==> src/rtl/rrts_pkg.sv <==
// Package for the round robin thread scheduler: codes, sizes and shared types.
// No dependencies.
`timescale 1ns / 1ps
package rrts_pkg;
    localparam int MAX_THREADS_DEF    = 16;
    localparam int MAX_SEMAPHORES_DEF = 8;
    localparam int KIND_W   = 3;
    localparam int TID_W    = 4;
    localparam int SEM_W    = 3;
    localparam int VAL_W    = 16;
    localparam int STATUS_W = 2;

    typedef enum logic [2:0] {
        K_TICK   = 3'd0,
        K_CREATE = 3'd1,
        K_EXIT   = 3'd2,
        K_JOIN   = 3'd3,
        K_INIT   = 3'd4,
        K_WAIT   = 3'd5,
        K_POST   = 3'd6,
        K_NONE   = 3'd7
    } kind_t;

    typedef enum logic [2:0] {
        TS_READY    = 3'd0,
        TS_RUNNING  = 3'd1,
        TS_EXITED   = 3'd2,
        TS_JOINWAIT = 3'd4,
        TS_SEMWAIT  = 3'd5
    } tstate_t;

    typedef enum logic [1:0] {
        ST_OK   = 2'd0,
        ST_FULL = 2'd1,
        ST_SELF = 2'd2,
        ST_NONE = 2'd3
    } status_t;

    typedef enum logic [2:0] {
        S_IDLE,
        S_EXEC,
        S_POP,
        S_WALK,
        S_DONE
    } fsm_t;

    // controller -> datapath
    typedef struct packed {
        logic load;       // capture input word
        logic exec;       // run the event's exec part
        logic pop;        // finish post: use waiter read data
        logic walk_start; // prepare the round robin walk
        logic walk_step;  // visit one thread entry
        logic out_load;   // move result to output register
    } cmd_t;

    // datapath -> controller
    typedef struct packed {
        logic need_walk;
        logic need_pop;
        logic walk_done;
    } stat_t;
endpackage

==> src/rtl/rrts_dp.sv <==
// Datapath: thread table, semaphores, waiter memory, walk counter, result.
// Depends on rrts_pkg.
`timescale 1ns / 1ps
module rrts_dp #(
    parameter int MAX_THREADS    = rrts_pkg::MAX_THREADS_DEF,
    parameter int MAX_SEMAPHORES = rrts_pkg::MAX_SEMAPHORES_DEF
) (
    input  logic                          clk,
    input  logic                          rst_n,
    input  rrts_pkg::cmd_t                cmd,
    output rrts_pkg::stat_t               stat,
    input  logic [rrts_pkg::KIND_W-1:0]   kind,
    input  logic [rrts_pkg::TID_W-1:0]    target_thread,
    input  logic [rrts_pkg::SEM_W-1:0]    sem_index,
    input  logic [rrts_pkg::VAL_W-1:0]    init_value,
    output logic [rrts_pkg::TID_W-1:0]    running_thread,
    output logic [rrts_pkg::TID_W-1:0]    created_thread,
    output logic [rrts_pkg::STATUS_W-1:0] status,
    output logic                          proceeded
);
    import rrts_pkg::*;

    localparam int TW = $clog2(MAX_THREADS);
    localparam int CW = $clog2(MAX_THREADS + 1);
    localparam int DW = CW + 1;
    localparam int SW = (MAX_SEMAPHORES > 1) ? $clog2(MAX_SEMAPHORES) : 1;
    localparam int AW = SW + TW;
    localparam int XW = (TW > TID_W) ? TW : TID_W;

    tstate_t          ts_reg [MAX_THREADS];
    logic [TID_W-1:0] jt_reg [MAX_THREADS];
    logic [CW-1:0]    cnt_reg;
    logic [TW-1:0]    cur_reg;
    logic [VAL_W-1:0] sc_reg [MAX_SEMAPHORES];
    logic [TW-1:0]    wh_reg [MAX_SEMAPHORES];
    logic [CW-1:0]    wc_reg [MAX_SEMAPHORES];
    logic [TW-1:0]    wmem [1 << AW];
    logic [TW-1:0]    wrd_reg;

    kind_t            k_reg;
    logic [TID_W-1:0] tgt_reg;
    logic [SEM_W-1:0] sem_reg;
    logic [VAL_W-1:0] iv_reg;
    logic [TW-1:0]    crt_reg;
    status_t          st_reg;
    logic             pr_reg;
    logic [CW-1:0]    wi_reg;   // walk steps left
    logic [TW-1:0]    wp_reg;   // walk position
    logic             nw_reg;

    logic          sem_ok, live, has_thr;
    logic [SW-1:0] s;
    logic [TW-1:0] cn, wp_inc;
    logic          runnable, jt_exit;
    logic [CW-1:0] cn_ext;
    logic [DW-1:0] wsum;
    logic [TW-1:0] wslot;

    assign sem_ok  = 32'(sem_reg) < 32'(MAX_SEMAPHORES);
    assign s       = SW'(sem_reg);
    assign has_thr = cnt_reg != '0;
    assign live    = has_thr && (CW'(cur_reg) < cnt_reg);
    assign cn_ext  = CW'(cur_reg) + CW'(1);
    assign cn      = (cn_ext >= cnt_reg) ? '0 : TW'(cn_ext);
    assign wp_inc  = (CW'(wp_reg) + CW'(1) >= cnt_reg) ? '0 : TW'(CW'(wp_reg) + CW'(1));
    assign jt_exit = (32'(jt_reg[wp_reg]) >= 32'(MAX_THREADS))
                     || ts_reg[TW'(jt_reg[wp_reg])] == TS_EXITED;
    assign runnable = ts_reg[wp_reg] == TS_READY || ts_reg[wp_reg] == TS_RUNNING
                      || (ts_reg[wp_reg] == TS_JOINWAIT && jt_exit);
    // tail slot of the waiter ring: head plus count, wrapped once
    assign wsum  = DW'(wh_reg[s]) + DW'(wc_reg[s]);
    assign wslot = (wsum >= DW'(MAX_THREADS)) ? TW'(wsum - DW'(MAX_THREADS)) : TW'(wsum);

    // which events reach the walk or the waiter pop, decided in the exec cycle
    always_comb
    begin
        stat.need_walk = 1'b0;
        stat.need_pop  = 1'b0;
        unique case (k_reg)
            K_TICK:  stat.need_walk = has_thr;
            K_EXIT:  stat.need_walk = live;
            K_JOIN:  stat.need_walk = live && (XW'(tgt_reg) != XW'(cur_reg));
            K_WAIT:  stat.need_walk = sem_ok && live && sc_reg[s] == '0;
            K_POST:  stat.need_pop  = sem_ok && wc_reg[s] != '0;
            default: ;
        endcase
        stat.walk_done = runnable || wi_reg <= CW'(1);
    end

    always_ff @(posedge clk)
    begin
        if (cmd.exec && k_reg == K_WAIT && sem_ok && live && sc_reg[s] == '0
            && wc_reg[s] < CW'(MAX_THREADS))
            wmem[{s, wslot}] <= cur_reg;
        wrd_reg <= wmem[{s, wh_reg[s]}];
    end

    always_ff @(posedge clk)
    begin
        if (cmd.load)
        begin
            k_reg   <= kind_t'(kind);
            tgt_reg <= target_thread;
            sem_reg <= sem_index;
            iv_reg  <= init_value;
        end
    end

    always_ff @(posedge clk or negedge rst_n)
    begin
        if (!rst_n)
        begin
            for (int i = 0; i < MAX_THREADS; i++)
            begin
                ts_reg[i] <= TS_EXITED;
                jt_reg[i] <= '0;
            end
            for (int i = 0; i < MAX_SEMAPHORES; i++)
            begin
                sc_reg[i] <= '0;
                wh_reg[i] <= '0;
                wc_reg[i] <= '0;
            end
            cnt_reg <= '0;
            cur_reg <= '0;
            crt_reg <= '0;
            st_reg  <= ST_OK;
            pr_reg  <= 1'b0;
            wi_reg  <= '0;
            wp_reg  <= '0;
            nw_reg  <= 1'b0;
            running_thread <= '0;
            created_thread <= '0;
            status         <= '0;
            proceeded      <= 1'b0;
        end
        else
        begin
            if (cmd.load)
            begin
                crt_reg <= '0;
                st_reg  <= ST_OK;
                pr_reg  <= 1'b0;
                nw_reg  <= 1'b0;
            end
            if (cmd.exec)
            begin
                unique case (k_reg)
                    K_TICK:   if (!has_thr) st_reg <= ST_NONE;
                    K_CREATE:
                    begin
                        if (!has_thr)
                        begin
                            ts_reg[0] <= TS_RUNNING;
                            ts_reg[1] <= TS_READY;
                            jt_reg[1] <= '0;
                            cnt_reg   <= CW'(2);
                            cur_reg   <= '0;
                            crt_reg   <= TW'(1);
                        end
                        else if (cnt_reg >= CW'(MAX_THREADS))
                            st_reg <= ST_FULL;
                        else
                        begin
                            ts_reg[TW'(cnt_reg)] <= TS_READY;
                            jt_reg[TW'(cnt_reg)] <= '0;
                            crt_reg <= TW'(cnt_reg);
                            cnt_reg <= cnt_reg + CW'(1);
                        end
                    end
                    K_EXIT:
                        if (!live) st_reg <= ST_NONE;
                        else ts_reg[cur_reg] <= TS_EXITED;
                    K_JOIN:
                        if (!live) st_reg <= ST_NONE;
                        else if (XW'(tgt_reg) == XW'(cur_reg)) st_reg <= ST_SELF;
                        else
                        begin
                            jt_reg[cur_reg] <= tgt_reg;
                            ts_reg[cur_reg] <= TS_JOINWAIT;
                        end
                    K_INIT:
                        if (sem_ok)
                        begin
                            sc_reg[s] <= iv_reg;
                            wh_reg[s] <= '0;
                            wc_reg[s] <= '0;
                        end
                    K_WAIT:
                        if (sem_ok)
                        begin
                            if (!live) st_reg <= ST_NONE;
                            else if (sc_reg[s] != '0)
                            begin
                                sc_reg[s] <= sc_reg[s] - VAL_W'(1);
                                pr_reg    <= 1'b1;
                            end
                            else
                            begin
                                ts_reg[cur_reg] <= TS_SEMWAIT;
                                if (wc_reg[s] < CW'(MAX_THREADS))
                                    wc_reg[s] <= wc_reg[s] + CW'(1);
                            end
                        end
                    K_POST:
                        if (sem_ok)
                        begin
                            if (wc_reg[s] != '0)
                            begin
                                wh_reg[s] <= (CW'(wh_reg[s]) + CW'(1) >= CW'(MAX_THREADS))
                                             ? '0 : wh_reg[s] + TW'(1);
                                wc_reg[s] <= wc_reg[s] - CW'(1);
                            end
                            else if (sc_reg[s] != '1)
                                sc_reg[s] <= sc_reg[s] + VAL_W'(1);
                        end
                    default: ;
                endcase
            end
            if (cmd.pop && ts_reg[wrd_reg] == TS_SEMWAIT)
                ts_reg[wrd_reg] <= TS_READY;
            // prepare walk: load step count and start position; a tick demotes the running thread
            if (cmd.walk_start)
            begin
                wi_reg <= cnt_reg;
                if (!live)
                begin
                    wi_reg <= '0;
                    nw_reg <= 1'b1;
                end
                else if (k_reg == K_TICK && ts_reg[cur_reg] == TS_RUNNING)
                begin
                    ts_reg[cur_reg] <= TS_READY;
                    wp_reg <= cn;
                end
                else
                    wp_reg <= cur_reg;
            end
            if (cmd.walk_step)
            begin
                if (nw_reg)
                    st_reg <= ST_NONE;
                else if (runnable)
                begin
                    ts_reg[wp_reg] <= TS_RUNNING;
                    cur_reg <= wp_reg;
                end
                else if (wi_reg <= CW'(1))
                begin
                    st_reg  <= ST_NONE;
                    cur_reg <= wp_inc;
                end
                else
                begin
                    wp_reg <= wp_inc;
                    wi_reg <= wi_reg - CW'(1);
                end
            end
            if (cmd.out_load)
            begin
                running_thread <= TID_W'(cur_reg);
                created_thread <= TID_W'(crt_reg);
                status         <= st_reg;
                proceeded      <= pr_reg;
            end
        end
    end
endmodule

==> config.mk <==
export PLATFORM = sky130hd
export DESIGN_NAME = rrts_dp
export DESIGN_NICKNAME = d
export VERILOG_FILES = /design/src/rtl/rrts_pkg.sv /design/src/rtl/rrts_dp.sv
export SDC_FILE = /design/constraint.sdc
export NUM_CORES = 2
export LEC_CHECK = 0
export BUFFER_PORTS_ARGS = -buffer_cell sky130_fd_sc_hd__buf_2
export CAP_MARGIN = 20
export CORE_ASPECT_RATIO = 1.75
export CORE_MARGIN = 3
export CORE_UTILIZATION = 45
export DETAILED_ROUTE_END_ITERATION = 16
export GPL_TIMING_DRIVEN = 0
export SLEW_MARGIN = 0
export SYNTH_ARGS = -nofsm -noshare
export SYNTH_HDL_FRONTEND = slang
export SYNTH_SLANG_ARGS = --single-unit
export TNS_END_PERCENT = 50
==> constraint.sdc <==
create_clock -name clk -period 4.6 [get_ports clk]
set_clock_uncertainty 0.05 [all_clocks]
set_input_delay 0.69 -clock clk [delete_from_list [all_inputs] [get_ports clk]]
set_output_delay 0.69 -clock clk [all_outputs]
set_load 0.01 [all_outputs]
# Yosys cells after proc, flatten, opt, wreduce, memory -nomap -nowiden
# Memories as Yosys holds them, arrays and structs flattened. A register that Yosys moved wholly into a read port is not among the register bits.
# Index checks and enable logic that the tools add are counted.
# totals
regBits	375
n_memories	1
rom_bits	0
in_bits	34
output_inout_bits	14
latch_bits	0
mem_bits_rw	512
# mem_list
memory	depth	word_bits	rd	rd_ports_with_merged_regs	wr	line_no	text
wmem	128	4	1	1	1	rrts_dp.sv:37	logic [TW-1:0] wmem [1 << AW];
# op_classes
n_reduce_logical	34
shifts	0
n_lt_le_gt_ge	19
bitwise	30
eq_ne	27
n_mux	141
addsub	12
div_mod_pow	0
n_mul	0
# ops
operator	n
48-bit two-way mux	14
128-bit two-way mux	4
128-bit bitwise mux	3
128-bit one-hot mux with 3 select lines	1
64-bit two-way mux	3
48-bit one-hot mux with 4 select lines	1
40-bit two-way mux	4
48-bit bitwise AND	3
48-bit NOT	3
32-bit bitwise AND	4
4-bit two-way mux	32
32-bit NOT	4
64-bit one-hot mux with 2 select lines	1
40-bit one-hot mux with 3 select lines	1
40-bit bitwise mux	2
64-bit bitwise AND	1
64-bit bitwise mux	1
64-bit NOT	1
32-bit one-hot mux with 2 select lines	1
56-bit two-way mux	1
5-bit two-way mux	11
16-bit binary-select mux with 3-bit select	1
3-bit binary-select mux with 4-bit select	4
16-bit demux with 3-bit select	1
other kinds (63)	161

# Depth between registers and ports, before layout
# depth
ltp_word	21
depth_mapped	22

# Least setup slack after synthesis
# Ideal clock, no wire load.
# synth_timing
kind	register to register
from	reg sem_reg[1], in the netlist s[1]
to	mem wmem[36][0] in the netlist's numbering, enable pin
setup_time_ns	0.330
stages_incl_launch_ff	21
n_path_buf	10
slack_ns	-0.148
arrival_ns	4.367
path_cell_list	edfxtp_1 > buf_6 > buf_6 > buf_6 > nor3b_2 > a22o_1 > nor2_4 > inv_2 > buf_6 > buf_6 > buf_4 > buf_2 > buf_2 > buf_2 > ha_1 > inv_1 > fa_1 > xnor2_1 > nand3_1 > clkbuf_1 > nor2_1
# synth_via
elab_chain_cells	9
# synth_rtl
element	line_no	text
start, declared	rrts_dp.sv:42	logic [SEM_W-1:0] sem_reg;
start signal, assigned	rrts_dp.sv:104	sem_reg <= sem_index;
branches (longest 9 deep; another with 4-bit by 5-bit adder with 6-bit output)	-	
end, declared	rrts_dp.sv:37	
# Parallel ways; which one is timed is not known. The select of a mux whose other input is x is not followed.

# Final worst setup path
# layout_timing
from	reg sem_reg[1], in the netlist s[1]
to	reg wrd_reg[1] (read register of wmem)
# layout_via
elab_chain_cells	4
# layout_rtl
element	line_no	text
3-bit NOT with 4-bit output (implied by the code)	rrts_dp.sv:95	wrd_reg <= wmem[{s, wh_reg[s]}];
4-bit binary-select mux with 3-bit select	rrts_dp.sv:95	
4-bit two-way mux (implied by the code) (2 in a row)	rrts_dp.sv:95	
end, declared	rrts_dp.sv:38	logic [TW-1:0] wrd_reg;
# Several ways; a longest one is shown, not always the timed one. The select of a mux whose other input is x is not followed.
# A chain may end at the register's enable or synchronous reset.

==> results.toml <==
[outcome]
status = "finished, violations left"
violations = "setup timing"

[floorplanning]
design.portCount = 48
die-width_um = 238
die_y_um = 413
dieArea_sq_um = 98400
initial_core_util_pct = 45.6
core.rowCount = 148
core-area_sq_um = 93300

[final_layout]
fillers = 7771
area_growth_pct = 22.1
final_nets = 3664
largest_register_ffs = 512
drive_above_1_share_pct = 30.0

[flow_run]
maxCapViolCount = 0

[power_and_ir_drop]
vdd_drop_max_mv = 0.460
cellLeakagePower_uw = 0.0194
p_per_area_nw_per_um2 = 480

[global_route]
grt_pass1_vias = 31900
grt_pass1_wl_um = 244000
grt-ovfl-total = 0
grtUsageTotal_pct = 35.7
grt_antenna_before_repair = 3
grt_max_degree = 104

[synthesis]
synth.ff_latch_count = 891
synth_area_leaders = "edfxtp_1 38%, dfrtp_1 20%, mux4_2 6.6%"
postSynthAreaPerCell_sq_um = 12.9
synth.most_common_cell = "edfxtp_1"
synth-edff-count = 538
async_reset_ff_share_pct = 39.2
yosys.area_share.simple_pct = 11.6
synthesis.area_sq_um = 42500
synth_top_family_by_area = "multiplexers"
synth_top_cell_area_share_pct = 38.0
netlist_top_cells_count = "538 x edfxtp_1, 333 x dfrtp_1, 331 x nand2_1"
seq_area_frac_synth_pct = 58.7
synth_cells = 3305
synth_nets = 3377
synth_mux_area_share_pct = 14.3
synthFlopType = "edfxtp_1"
synthAdderAreaFrac_pct = 1.14
yosys_warnings = 0
synth.largest_area_cell = "edfxtp_1"
synth.distinct_cells = 90
synth_xor_area_share_pct = 0.906
synth_compound_area_share_pct = 10.8

[route]
wl_per_cell_um = 35.9
routed_via_density = 6.51
first_pass_iters = 6
drc = 0
drt-initial-drc-count = 3306
drt_wl_total_um = 175000
ant_nets = 0
dr_total_vias = 31700

[worst_setup_path]
critPathKind = "flop to flop"
regToRegStartpoint = "s[1]$_DFFE_PP_"
r2r_end = "wrd_reg[1]$_DFF_P_"
critPathCaptureType = "flop"
crit_chain = "buf_6 > buf_12 > mux2_4 > mux4_2 > nor2_4 > inv_2 > buf_12 > buf_16 > buf_16 > buf_4 > buf_4 > clkbuf_4 > nand2_1 > nand3_1 > nand3_1 > nand4_1 > and4b_1 > o211ai_1"
critPathMaxFanout = 10
critical-path-top-delay-family = "buffers and inverters"
max_stage_delay_ns = 0.55
path_buf_inv = 9
cp.required_ns = 5.08
r2r_cells = 18
critPathSlowestCell = "mux4_2"
critPathLaunchType = "flop"
crit_arrival_ns = 5.21
r2r_slack_ns = -0.13

[sta]
worstMarginPinSlew_ns = 1.22
slew_violations = 0
layout_setup_ws_ns = -0.133
hold_viol_final = 0
rsz0062_at_grt = "true"
setup_viol = 7
relSlewSlack_pct = 18.8
min_period_ns = 4.73
post-route-period-util_pct = 103
fmax_mhz = 211
whs_ns = 0.106

[hold_path]
whs_endpoint = "iv_reg[7]$_DFFE_PP_"
hold_class = "input port to flop"
hold_path_depth = 1
min_from = "init_value[7]"

[clock_tree]
clk_pin_slew_worst_paths_ns = 0.06
cts_sinks = 891
tritoncts = "built"
clockRootBuffer = "clkbuf_16"
clock_latency_ns = 0.71
numCtsBuffers = 86
htreeDepth = 3
clockBufferDepth = 3

[place]
place_congestion = 1.03
port_buffers = 46
dp_slack_ns = -3.27
hpwl_um = 124000
-- power breakdown --
group / internal (uW) / switching (uW)
Sequential: 9510 / 603
Combinational: 2900 / 4700
Clock: 3960 / 3260
-- area by class of cell --
cell class	instances	area, sq um	area share [%]
flip-flops and latches	891	25000	48.1
plain buffers	182	1670	3.21
multi-input cells	2171	18600	35.8
inverters	51	198	0.381
diodes	3	7.51	0.0145
repair buffers	209	2180	4.20
clock inverters	43	494	0.951
well taps	1200	1500	2.89
clock buffers	112	2300	4.43
-- how the worst max path moves through the flow --
| stage | startpoint | endpoint | slack, ns | depth (start not counted) |
|---|---|---|---|---|
| 6_report | s[1]$_DFFE_PP_ | wrd_reg[1]$_DFF_P_ | -0.13 | 18 |
| 5_1_grt | s[1]$_DFFE_PP_ | wrd_reg[1]$_DFF_P_ | -0.10 | 18 |
| 4_1_cts | s[1]$_DFFE_PP_ | wmem[0][0]$_DFFE_PP_ | -0.1 | 20 |
| 3_5_place_dp | s[2]$_DFFE_PP_ | wmem[58][2]$_DFFE_PP_ | -3.27 | 20 |
| 3_3_place_gp | rst_n | cur_reg[0]$_DFF_PN0_ | -5.09 | 1 |
| 2_1_floorplan | s[1]$_DFFE_PP_ | wmem[32][0]$_DFFE_PP_ | 0.01 | 19 |
-- metrics by stage --
stage | std cells | utilization (%) | cell area, sq um | TNS (ns) | power [uW]
finish | 4862 | 55.7 | 51900 | -0.266 | 24900
global route | 4860 | 55.7 | 51900 | -0.606 | 25700
CTS | 4821 | 54.7 | 51100 | -3.08 | 24500
detailed placement | 4576 | 48.0 | 44800 | -1856.48 | 16500
global placement | 4551 | 47.5 | 44400 | -4174.97 | 16400
floorplan | 3305 | - | 42600 | 0 | 13800
-- logic make-up after synthesis --
| logic type | Yosys count |
|---|---|
| compound gates | 637 |
| xor+xnor | 44 |
| mux | 428 |
| buf+inv | 243 |
| flops | 891 |
| fa+ha+maj | 38 |
| simple gates | 1024 |
-- cell usage in the layout, fill, tap and decap left out, types with 17 or more instances in the layout --
cell type  synthesis  final
a211oi_1          44     39
nor2_4            10    138
a21oi_1           84     78
nand4_1           18     18
nor3_1            35     30
nand2b_1          34     34
edfxtp_1         538    538
nand3_1          114    100
ha_1              37     33
and3_1            57     56
mux2_2           209    206
buf_6              7     32
buf_12             0     49
dfrtp_1          333    328
buf_8              0     17
nand2_1          331    303
a311oi_1          24     22
nor2b_1           37     37
mux4_2           124    124
clkbuf_1         103     85
mux2i_1           92     84
buf_2             61     55
a31oi_1           21     19
inv_1             48     45
and2_1            23     20
buf_4              4    114
o21ai_0          114    111
a22oi_1           54     48
a22o_1            49     48
xnor2_1           35     32
nor2_1           263    125
clkbuf_16          0     93
-- routing by layer --
layer,GRT usage [%],wire [um],up-vias
li1,-,-,13300
met1,36.5,56900,16100
met2,62.9,88800,1551
met3,6.35,10100,663
met4,30.5,18900,0
met5,0,0,-
-- timing repair --
item	CTS	global route
endpoints found under the setup margin	844	672
endpoints found under the hold margin	56	0
gates cloned	4	3
pin swaps	73	35
resized for setup	614	132
buffers inserted	90	40
hold buffers	1	0
Power figures use the tool's default switching activity.
