==> config.mk <==
export PLATFORM = sky130hd
export DESIGN_NAME = rrts_ctrl
export DESIGN_NICKNAME = d
export VERILOG_FILES = /design/src/rtl/rrts_pkg.sv /design/src/rtl/rrts_ctrl.sv
export SDC_FILE = /design/constraint.sdc
export NUM_CORES = 1
export LEC_CHECK = 0
export ABC_AREA = 1
export BUFFER_PORTS_ARGS = -buffer_cell sky130_fd_sc_hd__buf_2
export CAP_MARGIN = 10
export CORE_AREA = 4 4 41 43
export CTS_CLUSTER_SIZE = 16
export DETAILED_ROUTE_END_ITERATION = 7
export DIE_AREA = 0 0 45 47
export REMOVE_ABC_BUFFERS = 1
export SLEW_MARGIN = 10
export SYNTH_ARGS = -nofsm -noshare
export SYNTH_HDL_FRONTEND = slang
export SYNTH_SLANG_ARGS = --single-unit
==> constraint.sdc <==
create_clock -name clk -period 1 [get_ports clk]
set_input_delay 0.1 -clock clk [delete_from_list [all_inputs] [get_ports clk]]
set_output_delay 0.1 -clock clk [all_outputs]
set_load 0.05 [all_outputs]
==> src/rtl/rrts_pkg.sv <==
// Package for the round robin thread scheduler: codes, sizes and shared types.
// No dependencies.
`timescale 1ns / 1ps
package rrts_pkg;
    localparam int MAX_THREADS_DEF    = 16;
    localparam int MAX_SEMAPHORES_DEF = 8;
    localparam int KIND_W   = 3;
    localparam int TID_W    = 4;
    localparam int SEM_W    = 3;
    localparam int VAL_W    = 16;
    localparam int STATUS_W = 2;

    typedef enum logic [2:0] {
        K_TICK   = 3'd0,
        K_CREATE = 3'd1,
        K_EXIT   = 3'd2,
        K_JOIN   = 3'd3,
        K_INIT   = 3'd4,
        K_WAIT   = 3'd5,
        K_POST   = 3'd6,
        K_NONE   = 3'd7
    } kind_t;

    typedef enum logic [2:0] {
        TS_READY    = 3'd0,
        TS_RUNNING  = 3'd1,
        TS_EXITED   = 3'd2,
        TS_JOINWAIT = 3'd4,
        TS_SEMWAIT  = 3'd5
    } tstate_t;

    typedef enum logic [1:0] {
        ST_OK   = 2'd0,
        ST_FULL = 2'd1,
        ST_SELF = 2'd2,
        ST_NONE = 2'd3
    } status_t;

    typedef enum logic [2:0] {
        S_IDLE,
        S_EXEC,
        S_POP,
        S_WALK,
        S_DONE
    } fsm_t;

    // controller -> datapath
    typedef struct packed {
        logic load;       // capture input word
        logic exec;       // run the event's exec part
        logic pop;        // finish post: use waiter read data
        logic walk_start; // prepare the round robin walk
        logic walk_step;  // visit one thread entry
        logic out_load;   // move result to output register
    } cmd_t;

    // datapath -> controller
    typedef struct packed {
        logic need_walk;
        logic need_pop;
        logic walk_done;
    } stat_t;
endpackage

==> src/rtl/rrts_ctrl.sv <==
// Event sequencer of the scheduler.
// Depends on rrts_pkg.
`timescale 1ns / 1ps
module rrts_ctrl (
    input  logic           clk,
    input  logic           rst_n,
    input  logic           in_valid,
    output logic           in_ready,
    input  logic           out_free,
    input  rrts_pkg::stat_t stat,
    output rrts_pkg::cmd_t  cmd
);
    import rrts_pkg::*;

    fsm_t state_reg, state_next;

    always_ff @(posedge clk or negedge rst_n)
    begin
        if (!rst_n)
            state_reg <= S_IDLE;
        else
            state_reg <= state_next;
    end

    always_comb
    begin
        state_next = state_reg;
        cmd = '0;
        in_ready = 1'b0;
        unique case (state_reg)
            S_IDLE:
            begin
                in_ready = 1'b1;
                if (in_valid)
                begin
                    cmd.load = 1'b1;
                    state_next = S_EXEC;
                end
            end
            S_EXEC:
            begin
                cmd.exec = 1'b1;
                if (stat.need_pop)
                    state_next = S_POP;
                else if (stat.need_walk)
                begin
                    cmd.walk_start = 1'b1;
                    state_next = S_WALK;
                end
                else
                    state_next = S_DONE;
            end
            S_POP:
            begin
                cmd.pop = 1'b1;
                state_next = S_DONE;
            end
            S_WALK:
            begin
                cmd.walk_step = 1'b1;
                if (stat.walk_done)
                    state_next = S_DONE;
            end
            S_DONE:
            begin
                if (out_free)
                begin
                    cmd.out_load = 1'b1;
                    state_next = S_IDLE;
                end
            end
            default: state_next = S_IDLE;
        endcase
    end
endmodule

# Yosys cells after proc, flatten, opt, wreduce, memory -nomap -nowiden
# Index checks and enable logic that the tools add are counted.
[totals]
register_bits = 3
latchBits = 0
mem_bits_rw = 0
mem_bits_ro = 0
word_cells = 27
n_memories = 0
[op_classes]
addsub = 0
multipliers = 0
div_mod_pow = 0
order_cmp = 0
eq_ne = 7
shifts = 0
muxes = 17
bitwise_logic = 0
n_reduce_logical = 2
[ops]
columns = ["op", "count"]
rows = [
  ["two-way mux 3 bit", 5],
  ["case mux 3 bit (5 select lines)", 1],
  ["two-way mux 1 bit", 11],
  ["== test 3 x 2 -> 1 bit (second input constant)", 2],
  ["!= test 2 bit (second input constant)", 3],
  ["== test 3 x 1 -> 1 bit (second input constant)", 1],
  ["== test 3 bit (second input constant)", 1],
  ["logical NOT 3 bit", 1],
  ["AND reduction 3 bit", 1],
]

# Longest topological paths before layout
# Gate-level depths: netlist of the first run.
[logic_depth]
ltp_word = 3
depth_mapped = 7
mapped_depth_nobuf = 7

# Worst setup path after synthesis of the first run
# OpenSTA, ideal clock, no wires.
[synth_timing]
kind = "reg2out"
from = "register state_reg[2]"
to = "output cmd[3] (netlist bit)"
t_arrival_ps = 1536
required_ps = 900
setup_slack_ps = -636
path_stages_with_launch = 2
path_buffers = 0
cell_sequence = "dfrtp_1 nor3_1"
[synth_lines]
columns = ["element", "line", "rtl"]
rows = [
  ["start: declaration", "rrts_ctrl.sv:15", "fsm_t state_reg, state_next;"],
  ["start signal: assignment", "rrts_ctrl.sv:22", "state_reg <= state_next;"],
  ["end: declaration", "rrts_ctrl.sv:11", "output rrts_pkg::cmd_t cmd"],
]

==> results.md, run 1 <==
- Critical path arrival: 1.17 ns
- Detailed placement HPWL: just under 500 um
- Wirelength per Cell: slightly below 10 um
- Netlist area before placement: between 200 and 250 um^2
- Placed cells: roughly 70
- Drt first pass iters: 4
- Ant diodes: 0
- Vias in the first global route: around 340
- Iter 0 DRT Violations: 5
- Slowest stage delay, CP: approximately 0.42 ns
- Worst Setup Path Type: flop to output port
- H-tree depth: 1
- Root buf cell: clkbuf_4
- Worst Path Required: approximately 0.9 ns
- Final setup viols: 9
- Final ANT Viol Nets: 0
- Max FFs per register: 3
- Outcome: finished with violations
- Share of cells above drive strength 1: 0.703
- DRC Markers: 0
- CTS tree: built
- Slowest-stage cell, CP: dfrtp_1
- Most frequent cells in the layout: 8 x buf_4, 6 x inv_1, 6 x buf_2, 6 x buf_6, 5 x nor2_4
- Worst ir drop on vdd: between 1500 and 2000 uV
- Critical-path maximum fanout: 4
- Final cell count without fillers: slightly below 80
- Pleak: 0.270 nW
- Dominant cell type by area after synthesis: dfrtp_1
- Top delay family on crit path: flip-flops
- Die Area: between 0.002 and 0.0025 mm^2
- CP startpoint kind: flop
- Max-cap violations: 0
- Die Y: 47 um
- Largest net degree at the start of global routing: 6
- HP Class: input pin to flop
- Io pins: 14
- Congestion Overflow GR: 0
- CTS buffer count: 3
- Max frequency: 0.786 GHz
- Ys Warns: 0
- Seq/Total Area, Yosys: 0.311
- Total negative slack: -1.96 ns
- RSZ-0062 raised after global routing: yes
- Worst Tran Pin Value: approximately 0.23 ns
- Final Hold Vio Count: 0
- Critical-path cell list: nor2_4, nand2_2, nor2_2, buf_6
- Dpl ws: -0.121 ns
- Placer congestion estimate: about 0.76
- Post-synth top area share: 0.311
- Post-Route WL: ~760 um
- Max-slew headroom: 0.848
- Max-slew violations: 0
- Clock buffer depth: 2
- Footprint of the multi-input gates: roughly 170 um^2
- Via count: around 300
- Endpoint class of the critical path: output port
- Worst Slack Setup Final: -0.272 ns
- Yosys cell types: 14
- # port buffers: 13
- Min Tclk post-route: 1.27 ns
- Clock sink count: 3
- Pwr/cell area: roughly 3800 mW/mm^2
- Clock transition at path regs: about 0.040 ns
- Core Area: roughly 0.0013 mm^2
- Buf/Inv on CP: 1
- Commonest non-fill, non-tap cell in the layout: buf_4
- Period utilisation layout: 1.27
- Seq. cell area: ~78 um^2
- Area delta synth->final: 118%
- Layout Nets: 72
- Initial core utilization: 0.186
- Mean Syn Cell Area: around 6.5 um^2
- Final clock skew: between 0.0002 and 0.0003 ns
- Cells after Synth: 37
- Failing checks: setup timing
- First-pass GRT wire length: ~1.3 mm
- Layout fillers: 137
- Clock Latency Late Sink: 0.23 ns
- Seq cells post-synth: 3
- Vias/cell: between 3 and 4
- Row cnt: 13
- Synth top area cells: dfrtp_1 31%, inv_1 14%, nand2_2 10%, nand2_1 7.8%, nor2_1 7.8%
- GRT Total Usage: 0.0878
- Die W: around 45 um
- Initial antenna violation count: 0
==> synthesized netlist by cell type <==
cell type,count
inv_1,9
nand2_1,5
nor2_1,5
nand2_2,4
dfrtp_1,3
nor2_2,3
a21oi_1,1
a22oi_1,1
inv_2,1
nand3_1,1
nor2_4,1
nor3_1,1
o21ai_1,1
o21ai_2,1
==> power breakdown <==
group | switching [mW] | internal (mW) | total (mW)
logic | 0.839 | 0.647 | 1.49
registers | 0.0971 | 0.184 | 0.282
clock network | 0.0618 | 0.149 | 0.211
total | 0.998 | 0.981 | 1.98
==> metrics by stage <==
| step | area [um^2] | utilization | hold WS, ns | power (mW) |
|---|---|---|---|---|
| finish | 526 | 0.404 | 0.137 | 1.98 |
| global route | 526 | 0.404 | 0.135 | 2.12 |
| CTS | 493 | 0.379 | 0.137 | 1.84 |
| detailed placement | 355 | 0.273 | -0.101 | 1.24 |
| global placement | 355 | 0.273 | -0.103 | 1.24 |
| floorplan | 241 | - | -0.196 | 0.964 |
==> worst reg2reg max path, stage by stage (launching register included) <==
cell     delay, ns
dfrtp_1       0.42
nor2_4        0.17
nand2_2       0.09
buf_4         0.13
buf_4         0.12
buf_6         0.10
o21ai_2       0.04
nand2_1       0.06
nand2_1       0.05
==> what timing repair did <==
item,in CTS,in global routing
pin swaps,1,6
gates resized for setup,24,8
buffers inserted,4,1
hold endpoints to repair,3,0
hold buffers,1,0
endpoints found under the setup margin,10,10
cloned,0,0
==> metal layers <==
metal  share of wire  global-route usage  routed length, um
met1            0.35              0.0890                267
met2            0.55               0.138                420
met3           0.095              0.0307                 72
met4               0              0.0877                  0
met5               0                   0                  0
==> layout make-up <==
cell class | instances | share of cell area
clock buffers | 4 | 0.0500
repair buffers | 23 | 0.376
multi-input cells | 24 | 0.319
well taps | 15 | 0.0357
inverters | 10 | 0.0714
flip-flops and latches | 3 | 0.148
==> final timing paths <==
kind | depth (start not counted) | slack [ns] | from | endpoint
max in group asynchronous | 2 | 0.69 | rst_n | state_reg[0]
min in group asynchronous | 2 | 0.19 | rst_n | state_reg[2]
worst min-delay path | 4 | 0.14 | out_free | state_reg[2]
worst min register to register | 2 | 0.74 | state_reg[1] | state_reg[2]
worst max-delay path | 4 | -0.27 | state_reg[1] | cmd[5]
worst max register to register | 8 | -0.25 | state_reg[1] | state_reg[0]
==> logic make-up (layout without fill, tap and decap cells) <==
family,after synthesis,in the layout,synth area share
and+or+nand+nor,20,20,0.425
buffers and inverters,10,37,0.155
DFF,3,3,0.311
AOI/OAI and AO/OA,4,4,0.109
No activity file was read; power rests on OpenSTA's default activity.
==> run 2: changes to the inputs <==
--- a/config.mk
+++ b/config.mk
@@ -13,7 +13,6 @@
 export DETAILED_ROUTE_END_ITERATION = 7
 export DIE_AREA = 0 0 45 47
 export REMOVE_ABC_BUFFERS = 1
-export SLEW_MARGIN = 10
 export SYNTH_ARGS = -nofsm -noshare
 export SYNTH_HDL_FRONTEND = slang
 export SYNTH_SLANG_ARGS = --single-unit
==> constraint.sdc (replaced) <==
create_clock -name clk -period 1 [get_ports clk]
set_input_delay 0.2 -clock clk [delete_from_list [all_inputs] [get_ports clk]]
set_output_delay 0.2 -clock clk [all_outputs]
set_load 0.05 [all_outputs]
==> results.md, run 2 (synthesis gave the netlist of run 1 again) <==
- Die Y: 47 um (unchanged)
- Max-cap violations: 0 (unchanged)
- # port buffers: 13 (unchanged)
- Final setup viols: 10 (was 9)
- Wirelength per Cell: 9.35 um (was 9.61 um)
- WHS Path Cells: 4 (unchanged)
- Drt first pass iters: 4 (unchanged)
- Dpl ws: -0.224 ns (was -0.121 ns)
- Min Tclk post-route: 1.37 ns (was 1.27 ns)
- Period utilisation layout: 1.37 (was 1.27)
- Cells on worst reg2reg path: 6 (was 8)
- Clock sink count: 3 (unchanged)
- Root buf cell: clkbuf_4 (unchanged)
- Final clock skew: 0.00194 ns (was 0.000265 ns)
- Final ANT Viol Nets: 0 (unchanged)
- HP Class: input pin to flop (unchanged)
- H-tree depth: 1 (unchanged)
- DRC Markers: 0 (unchanged)
- Largest net degree at the start of global routing: 6 (unchanged)
- Commonest non-fill, non-tap cell in the layout: buf_4 (unchanged)
- Vias in the first global route: 314 (was 338)
- Core Area: 0.00130 mm^2 (unchanged)
- GRT Total Usage: 0.0800 (was 0.0878)
- Pwr/cell area: 3730 mW/mm^2 (was 3770 mW/mm^2)
- Die Area: 0.00212 mm^2 (unchanged)
- Worst ir drop on vdd: 1680 uV (was 1590 uV)
- Total negative slack: -2.72 ns (was -1.96 ns)
- Initial core utilization: 0.186 (unchanged)
- Area delta synth->final: 117% (was 118%)
- Most frequent cells in the layout: 10 x buf_4, 6 x nand2_2, 6 x buf_2, 6 x buf_6 (was 8 x buf_4, 6 x inv_1, 6 x buf_2, 6 x buf_6, 5 x nor2_4)
- Post-Route WL: 748 um (was 759 um)
- Clock Latency Late Sink: 0.24 ns (was 0.23 ns)
- Final Hold Vio Count: 0 (unchanged)
- Initial antenna violation count: 0 (unchanged)
- Failing checks: setup timing (unchanged)
- Worst Tran Pin Value: 0.216 ns (was 0.228 ns)
- Worst Setup Path Type: flop to output port (unchanged)
- Share of cells above drive strength 1: 0.769 (was 0.703)
- Clock transition at path regs: 0.04 ns (about the same)
- Row cnt: 13 (unchanged)
- Max-slew violations: 0 (unchanged)
- Ant diodes: 0 (unchanged)
- Layout Nets: 73 (was 72)
- Placer congestion estimate: 0.761 (was 0.756)
- Clock buffer depth: 2 (unchanged)
- Worst Path Required: 0.80 ns (was 0.90 ns)
- Max frequency: 0.729 GHz (was 0.786 GHz)
- Detailed placement HPWL: 492 um (was 481 um)
- Max-slew headroom: 0.856 (was 0.848)
- RSZ-0062 raised after global routing: yes (unchanged)
- Io pins: 14 (unchanged)
- CTS tree: built (unchanged)
- Congestion Overflow GR: 0 (unchanged)
- Via count: 327 (was 307)
- First-pass GRT wire length: 1.15 mm (was 1.28 mm)
- Vias/cell: 4.09 (was 3.89)
- Max FFs per register: 3 (unchanged)
- Endpoint class of the critical path: output port (unchanged)
- Critical-path maximum fanout: 4 (unchanged)
- CTS buffer count: 3 (unchanged)
- Iter 0 DRT Violations: 4 (was 5)
- Pleak: 0.268 nW (was 0.270 nW)
- Layout fillers: 148 (was 137)
- Die W: 45 um (unchanged)
- Worst Slack Setup Final: -0.371 ns (was -0.272 ns)
- Critical path arrival: 1.17 ns (about the same)
- Outcome: finished with violations (unchanged)
- CP startpoint kind: flop (unchanged)
-- run 2: cell type report --
cell class	instances	area, um^2	area share
tap	15	18.8	0.0359
inverter	10	37.5	0.0718
sequential	3	78.8	0.151
multi-input combinational	24	164	0.313
clock buffer	4	26.3	0.0502
timing repair buffer	24	198	0.378
-- run 2: critical path, stage by stage, from the launching register on --
cell     delay (ns)
dfrtp_2        0.41
inv_2          0.06
nor2_4         0.12
nand2_2        0.08
nor2_2         0.10
buf_6          0.16
-- run 2: repair_timing --
item | in CTS | in global routing
pin swaps | 6 | 9
endpoints found under the setup margin | 10 | 10
endpoints found under the hold margin | 3 | 0
gates resized for setup | 25 | 8
hold buffers | 1 | 0
buffers inserted | 3 | 3
-- run 2: metrics by stage --
step / hold slack [ns] / instances / cell area (um^2) / utilization / power (mW)
final: 0.230 / 80 / 523 / 0.402 / 1.95
after global routing: 0.239 / 80 / 523 / 0.402 / 2.09
after CTS: 0.222 / 78 / 490 / 0.377 / 1.82
after detailed placement: -0.00124 / 71 / 370 / 0.285 / 1.26
after global placement: -0.00356 / 71 / 370 / 0.285 / 1.26
after floorplan: -0.0956 / 37 / 241 / - / 0.964
-- run 2: path summary, 6_finish.rpt --
kind	from	endpoint	slack [ns]
max in group asynchronous	rst_n	state_reg[1]	0.60
worst max register to register	state_reg[0]	state_reg[2]	-0.19
worst max-delay path	state_reg[0]	cmd[2]	-0.37
worst min-delay path	out_free	state_reg[2]	0.23
min in group asynchronous	rst_n	state_reg[2]	0.28
worst min register to register	state_reg[1]	state_reg[2]	0.71
-- run 2: power breakdown --
part,internal (mW),switching [mW],leakage [nW]
combinational,0.627,0.808,0.218
clock,0.150,0.0686,0.0150
sequential,0.189,0.107,0.0346
-- run 2: routing by layer --
metal,share of wire,global-route usage,routed length (um),vias up
li1,-,-,-,167
met1,0.33,0.0801,250,145
met2,0.55,0.121,410,13
met3,0.095,0.0307,71,2
met4,0.020,0.0877,15,0
met5,0,0,0,-
==> run 3: changes to the inputs <==
--- a/config.mk
+++ b/config.mk
@@ -12,6 +12,7 @@
 export CTS_CLUSTER_SIZE = 16
 export DETAILED_ROUTE_END_ITERATION = 7
 export DIE_AREA = 0 0 45 47
+export GPL_TIMING_DRIVEN = 0
 export REMOVE_ABC_BUFFERS = 1
 export SYNTH_ARGS = -nofsm -noshare
 export SYNTH_HDL_FRONTEND = slang
==> results.md, run 3 (synthesis gave the netlist of run 1 again) <==
- Outcome: finished with violations (unchanged)
- Failing checks: setup timing (unchanged)
- Layout Nets: 70 (was 73)
- RSZ-0062 raised after global routing: yes (unchanged)
- Endpoint class of the critical path: output port (unchanged)
- Wirelength per Cell: 9.44 um (was 9.35 um)
- Initial antenna violation count: 0 (unchanged)
- Final cell count without fillers: 77 (was 80)
- Slowest-stage cell, CP: dfrtp_2 (unchanged)
- Commonest non-fill, non-tap cell in the layout: buf_4 (unchanged)
- Share of cells above drive strength 1: 0.758 (was 0.769)
- Placed cells: 65 (was 71)
- Detailed placement HPWL: 476 um (was 492 um)
- Clock sink count: 3 (unchanged)
- DRC Markers: 0 (unchanged)
- Crit-path most repeated cell: nor2_4
- Max frequency: 0.725 GHz (was 0.729 GHz)
- Levels on crit path: 4 (was 5)
- Min Tclk post-route: 1.38 ns (was 1.37 ns)
- Final Hold Vio Count: 0 (unchanged)
- Worst Tran Pin Value: 0.189 ns (was 0.216 ns)
- Flop2flop setup slack: -0.19 ns (about the same)
- Clock Latency Late Sink: 0.24 ns (about the same)
- Iter 0 DRT Violations: 1 (was 4)
- Clock transition at path regs: 0.04 ns (about the same)
- Critical path arrival: 1.18 ns (was 1.17 ns)
- Final ANT Viol Nets: 0 (unchanged)
- # port buffers: 13 (unchanged)
- Post-route design area: 531 um^2 (was 523 um^2)
- Placer congestion estimate: 0.717 (was 0.761)
- Ant diodes: 0 (unchanged)
- Pwr/cell area: 3740 mW/mm^2 (was 3730 mW/mm^2)
- H-tree depth: 1 (unchanged)
- Row cnt: 13 (unchanged)
- Max-cap violations: 0 (unchanged)
- Final clock skew: 0.0000406 ns (was 0.00194 ns)
- Cells on worst reg2reg path: 9 (was 6)
- Crit path from: state_reg[1] (was state_reg[0])
- Most frequent cells in the layout: 7 x buf_4, 6 x buf_2, 5 x inv_2, 5 x nor2_4, 5 x inv_1 (was 10 x buf_4, 6 x nand2_2, 6 x buf_2, 6 x buf_6)
- Worst Setup Path Type: flop to output port (unchanged)
- Area delta synth->final: 120% (was 117%)
- Vias/cell: 4.12 (was 4.09)
- Final setup viols: 10 (unchanged)
- Top delay family on crit path: flip-flops (unchanged)
- Die Area: 0.00212 mm^2 (unchanged)
- Max-slew headroom: 0.874 (was 0.856)
- Vias in the first global route: 288 (was 314)
- R2R Path Start: state_reg[1] (was state_reg[0])
- CTS buffer count: 3 (unchanged)
- Largest net degree at the start of global routing: 6 (unchanged)
- Critical-path maximum fanout: 4 (unchanged)
- Buf/Inv on CP: 1 (was 2)
- Critical-path cell list: nor2_4, nand2_2, nor2_4, buf_8 (was inv_2, nor2_4, nand2_2, nor2_2, buf_6)
- Worst hold slack: 0.247 ns (was 0.230 ns)
- Slowest stage delay, CP: 0.43 ns (was 0.41 ns)
- Pleak: 0.270 nW (was 0.268 nW)
- Total power draw: 1.99 mW (was 1.95 mW)
- Period utilisation layout: 1.38 (was 1.37)
- HP Class: input pin to flop (unchanged)
- Drt first pass iters: 2 (was 4)
- Root buf cell: clkbuf_4 (unchanged)
- Core Area: 0.00130 mm^2 (unchanged)
- Worst Path Required: 0.80 ns (about the same)
- Die Y: 47 um (unchanged)
- Max FFs per register: 3 (unchanged)
- Crit path to: cmd[5] (was cmd[2])
- Via count: 317 (was 327)
- R2r endpoint: state_reg[0] (was state_reg[2])
- CTS tree: built (unchanged)
- Worst ir drop on vdd: 1570 uV (was 1680 uV)
- CP startpoint kind: flop (unchanged)
- Io pins: 14 (unchanged)
- Worst Slack Setup Final: -0.379 ns (was -0.371 ns)
- Area post-placement: 325 um^2 (was 370 um^2)
- First-pass GRT wire length: 1.10 mm (was 1.15 mm)
- Clock buffer depth: 2 (unchanged)
- Max-slew violations: 0 (unchanged)
- Initial core utilization: 0.186 (unchanged)
- Die W: 45 um (unchanged)
- Congestion Overflow GR: 0 (unchanged)
- Post-Route WL: 727 um (was 748 um)
- GRT Total Usage: 0.0791 (was 0.0800)
[run 3: cell types whose count changed in the layout (fill, tap and decap cells not counted)]
| cell | delta |
|---|---|
| buf_8 | +2 |
| o21ai_2 | -1 |
| nor2_2 | -1 |
| nand2_2 | -2 |
| buf_6 | -2 |
| buf_4 | -3 |
| nor3_1 | -1 |
| nor3_4 | +1 |
| o21ai_1 | +1 |
| nand2_4 | +2 |
| nor2_4 | +1 |
[run 3: cell type report]
type / count / area [um^2]
Fill cell: 151 / 771
Multi-Input combinational cell: 24 / 186
Timing Repair Buffer: 21 / 183
Sequential cell: 3 / 78.8
Inverter: 10 / 37.5
Clock buffer: 4 / 26.3
Tap cell: 15 / 18.8
[run 3: worst min-delay path by stage]
stage,cells after the start,startpoint,to,slack (ns)
2_1_floorplan,0,rst_n,state_reg[0],-0.1
3_3_place_gp,1,rst_n,state_reg[1],-0.004
3_5_place_dp,1,rst_n,state_reg[2],0.002
4_1_cts,4,stat[0],state_reg[0],0.25
5_1_grt,4,stat[0],state_reg[0],0.28
6_report,4,stat[0],state_reg[0],0.25
[run 3: timing repair]
| item | 4_1_cts | 5_1_grt |
|---|---|---|
| hold buffers | 1 | 0 |
| pin swaps | 5 | 4 |
| setup buffers | 4 | 3 |
| resized for setup | 27 | 11 |
| endpoints found under the hold margin | 3 | 0 |
| setup endpoints to repair | 9 | 10 |
[run 3: report_power, final]
| part | internal, mW | total (mW) | leakage [nW] | switching [mW] |
|---|---|---|---|---|
| Clock | 0.150 | 0.216 | 0.0150 | 0.0662 |
| Sequential | 0.189 | 0.290 | 0.0346 | 0.101 |
| Combinational | 0.624 | 1.48 | 0.221 | 0.857 |
| Total | 0.963 | 1.99 | 0.270 | 1.02 |
[run 3: metal layers]
layer | GRT usage | part of all wire | up-vias | wire length [um]
met5 | 0 | 0 | - | 0
met1 | 0.0753 | 0.32 | 141 | 234
met3 | 0.0383 | 0.099 | 5 | 72
li1 | - | - | 159 | -
met2 | 0.119 | 0.53 | 12 | 388
met4 | 0.0877 | 0.043 | 0 | 31
[run 3: worst min-delay path, delay by kind of cell]
family	cells	cell delay, ns
buf+inv	2	0.12
simple gates	2	0.13
[run 3: through the flow]
step	TNS (ns)	worst slack, ns	utilization
2_1_floorplan	-3.53	-0.736	-
3_3_place_gp	-1.30	-0.250	0.250
3_5_place_dp	-1.30	-0.250	0.250
4_1_cts	-2.71	-0.409	0.362
5_1_grt	-3.30	-0.433	0.408
6_report	-2.78	-0.379	0.408
